**src/rtl/bfa_pkg.sv**
```systemverilog
// Shared constants, types and micro-operation codes of the best-fit allocator.
`timescale 1ns / 1ps
package bfa_pkg;

    localparam int MAX_BLOCKS = 1024;
    localparam int DATA_W     = 32;
    localparam int AW         = $clog2(MAX_BLOCKS);
    localparam int CNT_W      = $clog2(MAX_BLOCKS + 1);

    localparam logic [1:0] ST_OK    = 2'd0;
    localparam logic [1:0] ST_NOFIT = 2'd1;
    localparam logic [1:0] ST_FULL  = 2'd2;

    typedef struct packed {
        logic [DATA_W-1:0] start;
        logic [DATA_W-1:0] length;
        logic              used;
        logic [DATA_W-1:0] tag;
    } entry_t;

    localparam int ENTRY_W = $bits(entry_t);

    typedef enum logic [4:0] {
        OP_NOP,
        OP_CFG,
        OP_INIT,
        OP_ACCEPT,
        OP_RD,
        OP_EV,
        OP_EV_RIGHT,
        OP_MERGE,
        OP_SH_DN,
        OP_FREE_END,
        OP_INS_START,
        OP_SH_UP,
        OP_WR_REM,
        OP_WR_HEAD,
        OP_RES_OK,
        OP_RES_NOFIT,
        OP_RES_FULL
    } dp_op_t;

    typedef struct packed {
        dp_op_t op;
    } cmd_t;

    typedef struct packed {
        logic is_free;
        logic found;
        logic scan_end;
        logic size_zero;
        logic have;
        logic rest_nz;
        logic full;
        logic idx_gt_best;
        logic out_free;
    } stat_t;

endpackage

```
**src/rtl/bfa_ctrl.sv**
```systemverilog
// Controller state machine that sequences scans, shifts and responses.
`timescale 1ns / 1ps
module bfa_ctrl (
    input  logic          clk,
    input  logic          rst_n,
    input  logic          in_valid,
    input  logic          cfg_valid,
    input  bfa_pkg::stat_t st,
    output logic          in_ready,
    output logic          cfg_ready,
    output bfa_pkg::cmd_t cmd
);

    typedef enum logic [4:0] {
        S_INIT, S_IDLE, S_SCAN_RD, S_SCAN_EV, S_A_DECIDE, S_INS_RD, S_INS_WR,
        S_WR_REM, S_WR_HEAD, S_R_OK, S_R_NOFIT, S_R_FULL, S_F_RD_R, S_F_EV_R,
        S_F_PLAN, S_SH_RD, S_SH_WR
    } state_t;

    state_t state_reg, state_next;

    always_ff @(posedge clk or negedge rst_n)
    begin
        if (!rst_n)
        begin
            state_reg <= S_INIT;
        end
        else
        begin
            state_reg <= state_next;
        end
    end

    assign cfg_ready = (state_reg == S_IDLE);
    assign in_ready  = (state_reg == S_IDLE) && !cfg_valid;

    always_comb
    begin
        state_next = state_reg;
        cmd.op     = bfa_pkg::OP_NOP;
        unique case (state_reg)
            S_INIT:
            begin
                cmd.op     = bfa_pkg::OP_INIT;
                state_next = S_IDLE;
            end
            S_IDLE:
            begin
                if (cfg_valid)
                begin
                    cmd.op     = bfa_pkg::OP_CFG;
                    state_next = S_INIT;
                end
                else if (in_valid)
                begin
                    cmd.op     = bfa_pkg::OP_ACCEPT;
                    state_next = S_SCAN_RD;
                end
            end
            S_SCAN_RD:
            begin
                if (st.is_free && st.found)
                begin
                    state_next = S_F_RD_R;
                end
                else if (st.scan_end)
                begin
                    state_next = st.is_free ? S_IDLE : S_A_DECIDE;
                end
                else
                begin
                    cmd.op     = bfa_pkg::OP_RD;
                    state_next = S_SCAN_EV;
                end
            end
            S_SCAN_EV:
            begin
                cmd.op     = bfa_pkg::OP_EV;
                state_next = S_SCAN_RD;
            end
            S_A_DECIDE:
            begin
                if (st.size_zero || !st.have)
                begin
                    state_next = S_R_NOFIT;
                end
                else if (st.rest_nz && st.full)
                begin
                    state_next = S_R_FULL;
                end
                else if (st.rest_nz)
                begin
                    cmd.op     = bfa_pkg::OP_INS_START;
                    state_next = S_INS_RD;
                end
                else
                begin
                    state_next = S_WR_HEAD;
                end
            end
            S_INS_RD:
            begin
                if (st.idx_gt_best)
                begin
                    cmd.op     = bfa_pkg::OP_RD;
                    state_next = S_INS_WR;
                end
                else
                begin
                    state_next = S_WR_REM;
                end
            end
            S_INS_WR:
            begin
                cmd.op     = bfa_pkg::OP_SH_UP;
                state_next = S_INS_RD;
            end
            S_WR_REM:
            begin
                cmd.op     = bfa_pkg::OP_WR_REM;
                state_next = S_WR_HEAD;
            end
            S_WR_HEAD:
            begin
                cmd.op     = bfa_pkg::OP_WR_HEAD;
                state_next = S_R_OK;
            end
            S_R_OK:
            begin
                if (st.out_free)
                begin
                    cmd.op     = bfa_pkg::OP_RES_OK;
                    state_next = S_IDLE;
                end
            end
            S_R_NOFIT:
            begin
                if (st.out_free)
                begin
                    cmd.op     = bfa_pkg::OP_RES_NOFIT;
                    state_next = S_IDLE;
                end
            end
            S_R_FULL:
            begin
                if (st.out_free)
                begin
                    cmd.op     = bfa_pkg::OP_RES_FULL;
                    state_next = S_IDLE;
                end
            end
            S_F_RD_R:
            begin
                if (!st.scan_end)
                begin
                    cmd.op     = bfa_pkg::OP_RD;
                    state_next = S_F_EV_R;
                end
                else
                begin
                    state_next = S_F_PLAN;
                end
            end
            S_F_EV_R:
            begin
                cmd.op     = bfa_pkg::OP_EV_RIGHT;
                state_next = S_F_PLAN;
            end
            S_F_PLAN:
            begin
                cmd.op     = bfa_pkg::OP_MERGE;
                state_next = S_SH_RD;
            end
            S_SH_RD:
            begin
                if (!st.scan_end)
                begin
                    cmd.op     = bfa_pkg::OP_RD;
                    state_next = S_SH_WR;
                end
                else
                begin
                    cmd.op     = bfa_pkg::OP_FREE_END;
                    state_next = S_IDLE;
                end
            end
            S_SH_WR:
            begin
                cmd.op     = bfa_pkg::OP_SH_DN;
                state_next = S_SH_RD;
            end
            default:
            begin
                state_next = S_INIT;
            end
        endcase
    end

endmodule

```
**config.mk**
```make
export PLATFORM = sky130hd
export DESIGN_NAME = bfa_ctrl
export DESIGN_NICKNAME = d
export VERILOG_FILES = /design/src/rtl/bfa_pkg.sv /design/src/rtl/bfa_ctrl.sv
export SDC_FILE = /design/constraint.sdc
export NUM_CORES = 1
export LEC_CHECK = 0
export BUFFER_PORTS_ARGS = -buffer_cell sky130_fd_sc_hd__buf_2
export CAP_MARGIN = 40
export CORE_MARGIN = 2
export CORE_UTILIZATION = 54
export CTS_BUF_LIST = sky130_fd_sc_hd__clkbuf_2 sky130_fd_sc_hd__clkbuf_4 sky130_fd_sc_hd__clkbuf_8
export CTS_CLUSTER_SIZE = 14
export DETAILED_ROUTE_END_ITERATION = 16
export PLACE_DENSITY = 0.78
export SLEW_MARGIN = 20
export SYNTH_ARGS = -nofsm -noshare
export SYNTH_HDL_FRONTEND = slang
export SYNTH_SLANG_ARGS = --single-unit
```
**constraint.sdc**
```tcl
create_clock -name clk -period 1.49 [get_ports clk]
set_input_delay 0 -clock clk [delete_from_list [all_inputs] [get_ports clk]]
set_output_delay 0 -clock clk [all_outputs]
set_load 0.05 [all_outputs]
```
==> flow_summary.yaml, run 1 <==
run_status:
  error: "[ERROR DPL-0033] detailed placement checks failed during check placement."
  haltStage: "4_1_cts"
  status: "aborted with a tool error"
clock_network:
  ctsHtreeMaxLevel: 1
  post_cts_buffers: 7
  postCtsResizedCells: 30
  cts_buffer_depth: 2
  root_buffer: "clkbuf_4"
  clock-sinks: 5
  holdBufCountCts: 1
  cts_made_buffers: 3
placed_design:
  place.gp.congestion: 0.9403
  post-dp-hpwl_um: 2018
  numPortBuffers: 19
synthesis:
  syn_area_um2: 745.7
  ys_types: 46
  yosysTopAreaCellShare_pct: 16.78
  yosysWarnings: 0
  synth.avg_cell_area_um2: 7.170
  yosysSeqAreaShare_pct: 16.78
  synthCells: 104
  synth.area.top_cells: "dfrtp_1 17%, nand2b_1 5.0%, nor2b_1 4.2%"
  ys_ff_latch: 5
  post-synth-top-area-cell: "dfrtp_1"
  syn_nets: 117
floorplanning:
  rows: 13
  fp.dieW_um: 41.16
  die_height_um: 41.16
  io-pin-count: 20
  initial_core_util_pct: 57.31
## cell usage after synthesis, drive strengths merged
master	n
a21o	2
o21bai	2
o221ai	2
dfrtp	5
xor2	1
o32a	1
a311oi	1
clkbuf	2
and2	2
a21oi	5
o22a	1
nor2	8
a31oi	1
nor4bb	1
a22oi	1
o2111ai	2
o32ai	1
o211ai	2
nor3	3
nand4	1
a31o	1
mux2	1
nor2b	5
nand2b	6
a41oi	1
o21ai	8
or4	1
nor4	3
o311ai	1
buf	7
nand3b	3
o22ai	2
maj3	1
or2	1
a32oi	1
nand3	6
nand4b	1
nand2	6
inv	3
or3b	2
## cells by family after synthesis
family / Yosys count / synth area share (%)
and+or+nand+nor: 49 / 37.92
AOI/OAI and AO/OA: 35 / 33.39
buffers and inverters: 12 / 7.885
DFF: 5 / 16.78
xor gates and xnor gates: 1 / 1.175
muxes: 1 / 1.510
adders and majority gates: 1 / 1.342
## metrics by stage
stage	hold WS (ns)	instances	area, µm²	TNS (ns)	setup slack [ns]
detailed placement	-0.1765	155	1056	-0.2870	-0.07506
global placement	-0.1804	155	1056	-0.1735	-0.07931
floorplan	-0.2956	104	804.5	-0.6787	-0.3463
==> run 2, diff against run 1 <==
Settings changed: CORE_AREA set to 2 2 63 65, CORE_MARGIN 2 to unset, CORE_UTILIZATION 54 to unset, CTS_BUF_LIST sky130_fd_sc_hd__clkbuf_2 sky130_fd_sc_hd__clkbuf_4 sky130_fd_sc_hd__clkbuf_8 to unset, CTS_CLUSTER_SIZE 14 to unset, DIE_AREA set to 0 0 65 67, PLACE_DENSITY 0.78 to unset, PLACE_DENSITY_LB_ADDON set to 0.15.
==> flow_summary.yaml, run 2 <==
worst_setup_path:
  cpMaxStageDelayCell: "dfrtp_2"
  cp_max_fo: 7
  ff2ff_setup_slack_ns: -0.09
  crit_start: "state_reg[1]"
  reg2reg_to: "state_reg[0]"
  r2r_start: "state_reg[3]"
  worstPathCellList: "buf_4, nor2b_4, o221ai_1, a21o_1, nand3_1, buf_6"
  crit_type: "flop to output pin"
  start_kind: "flop"
  crit_family: "flip-flops"
  crit_required_ns: 1.49
  end_kind: "output pin"
  cp_num_buf_inv: 2
  critPathMaxStageDelay_ns: 0.44
  r2r_cells: 5
  worstPathArrival_ns: 1.60
global_route:
  grt_use_total_pct: 14.83
  overflow: 0
  antenna_found_initial: 0
  grt_pass1_wl_um: 4905
  grt_max_degree: 11
  grt_pass1_vias: 1037
placed_design:
  numPortBuffers: 19
  post-dp-hpwl_um: 2344
  pre_cts_ws_ns: -0.06011
  place.gp.congestion: 0.9512
  dpl-instance-area_mm2: 0.001147
floorplanning:
  fp.dieW_um: 65
  coreArea_mm2: 0.003606
  rows: 22
  initial_core_util_pct: 20.68
  die_area_mm2: 0.004355
  die_height_um: 67
  io-pin-count: 20
cells_and_area:
  antennaDiodeCount: 0
  largest_reg_flops: 5
  seq_area_um2: 128.9
  fillCellCount: 382
  fin_area_mm2: 0.001439
  final_cell_mix: "32 x buf_4, 13 x buf_2, 12 x buf_6"
  drive_gt1_share_pct: 57.23
  num-nets-final: 173
  final_common_cell: "buf_4"
  area_growth_pct: 92.95
  multi_input_area_um2: 708.2
synthesis:
  ys_ff_latch: 5
  synthFlopType: "dfrtp_1"
  synth.area.top_cells: "dfrtp_1 17%, nand2b_1 5.0%, nor2b_1 4.2%"
  synth.avg_cell_area_um2: 7.170
  yosysSeqAreaShare_pct: 16.78
  synthCells: 104
  yosysTopAreaCellShare_pct: 16.78
  synth_edf_count: 0
  syn_area_um2: 745.7
  yosys-top-cells-count: "8 x nor2_1, 6 x nand2_1, 6 x nand2b_1, 6 x nand3_1"
  post-synth-top-area-cell: "dfrtp_1"
  async_reset_ff_share_pct: 100.0
  syn_nets: 117
  yosysMostFrequentCell: "nor2_1"
  yosysWarnings: 0
  ys_types: 46
sta:
  rsz0062_at_grt: "yes"
  fin_hold_ws_ns: 0.09596
  finClkSkew_ns: 0.003760
  maxSlewViolCount: 0
  maxSlewHeadroom_pct: 70.31
  setup_viol: 7
  finalHoldViolCount: 0
  period_minus_slack_ns: 1.601
  timing.fmax_mhz: 624.6
  fin_ws_ns: -0.1110
  tightest_slew_ns: 0.4393
  fin_crit_sh_pct: 107.4
  tns_ns: -0.4677
detailed_routing:
  wl_um: 3100
  postRouteAntennaNets: 0
  post_drt_via_cell_ratio: 5.039
  top_layer: "met4"
  wl_met1_um: 1378
  avgRoutedWirePerCell_um: 14.98
  drt_iter0_markers: 33
  dr.pass1.iters: 4
  met3_wirelength_um: 174
  route.met2.wl_um: 1520
  vias: 1043
  drcViolationCount: 0
hold_path:
  holdPathStages: 2
  hp-start: "st[6]"
  holdPathEnd: "state_reg[4]"
  hp-class: "input pin to flop"
power:
  seqPwrFrac_pct: 8.6
  ir_drop_uv: 988.3
  p_clk_share_pct: 7.9
  internal_power_mw: 1.585
  leakage_nw: 0.6005
  powerDensity_mw_per_mm2: 2170
  p_sw_share_pct: 49.22
  comb_power_share_pct: 83.5
  p_sw_mw: 1.537
clock_network:
  cts_made_buffers: 3
  path_clk_slew_ns: 0.04
  clock-sinks: 5
  cts_tree: "built"
  cts_buffer_depth: 2
  root_buffer: "clkbuf_8"
  clock_latency_ns: 0.22
  ctsHtreeMaxLevel: 1
run_status:
  violations: "negative setup slack"
  status: "finished, violations left"
job:
  max_cap_viol_count: 0
-- run 2: how the worst max path moves through the flow --
stage / depth (start not counted) / endpoint
6_report: 6 / cmd[1]
4_1_cts: 7 / cmd[3]
3_3_place_gp: 4 / state_reg[0]
2_1_floorplan: 5 / cmd[0]
3_5_place_dp: 5 / cmd[3]
5_1_grt: 6 / cmd[1]
-- run 2: final cells by class --
cell class / count / area share, %
multi-input cells: 87 / 49.22
inverters: 3 / 0.7826
clock buffers: 4 / 3.130
repair buffers: 60 / 33.74
well taps: 48 / 4.174
flip-flops and latches: 5 / 8.957
-- run 2: power by group through the flow --
| stage | clock network (mW) | logic (mW) | registers (mW) |
|---|---|---|---|
| finish | 0.245 | 2.61 | 0.269 |
| CTS | 0.254 | 2.46 | 0.268 |
| global route | 0.273 | 2.77 | 0.278 |
| detailed placement | 0 | 2.08 | 0.251 |
| floorplan | 0 | 1.39 | 0.228 |
| global placement | 0 | 2.11 | 0.252 |
-- run 2: logic make-up (layout without fill, tap and decap cells) --
group	Yosys count	count (layout)	share of synthesized area (%)
multiplexers	1	1	1.510
XOR/XNOR	1	1	1.175
AO/OA/AOI/OAI	35	35	33.39
flip-flops	5	5	16.78
adder cells (fa/ha/maj)	1	1	1.342
buffers and inverters	12	67	7.885
AND/OR/NAND/NOR	49	49	37.92
-- run 2: repair_timing --
item	in CTS	in global routing
endpoints found under the setup margin	9	10
gates resized for setup	36	9
hold buffers	1	0
pin swaps	5	2
setup buffers	6	3
hold endpoints to repair	5	0
-- run 2: per-stage QoR --
stage | cells | utilization [%] | total power [mW]
after global placement | 193 | 31.82 | 2.358
final | 207 | 39.90 | 3.122
after floorplan | 104 | - | 1.622
after global routing | 207 | 39.90 | 3.319
after detailed placement | 193 | 31.82 | 2.336
after CTS | 204 | 37.86 | 2.986
-- run 2: routing by layer --
| layer | vias up | GRT usage, % |
|---|---|---|
| met5 | - | 0 |
| met4 | 0 | 3.723 |
| met3 | 4 | 2.703 |
| met2 | 35 | 26.03 |
| met1 | 495 | 18.59 |
| li1 | 509 | - |
-- run 2: worst register-to-register path, stage by stage, from the launching register on --
cell      delay (ns)
dfrtp_1         0.41
or2_4           0.32
buf_4           0.15
nor4_1          0.41
a311oi_2        0.11
o221ai_2        0.09
Note: power is estimated with default switching activity, not from simulation.
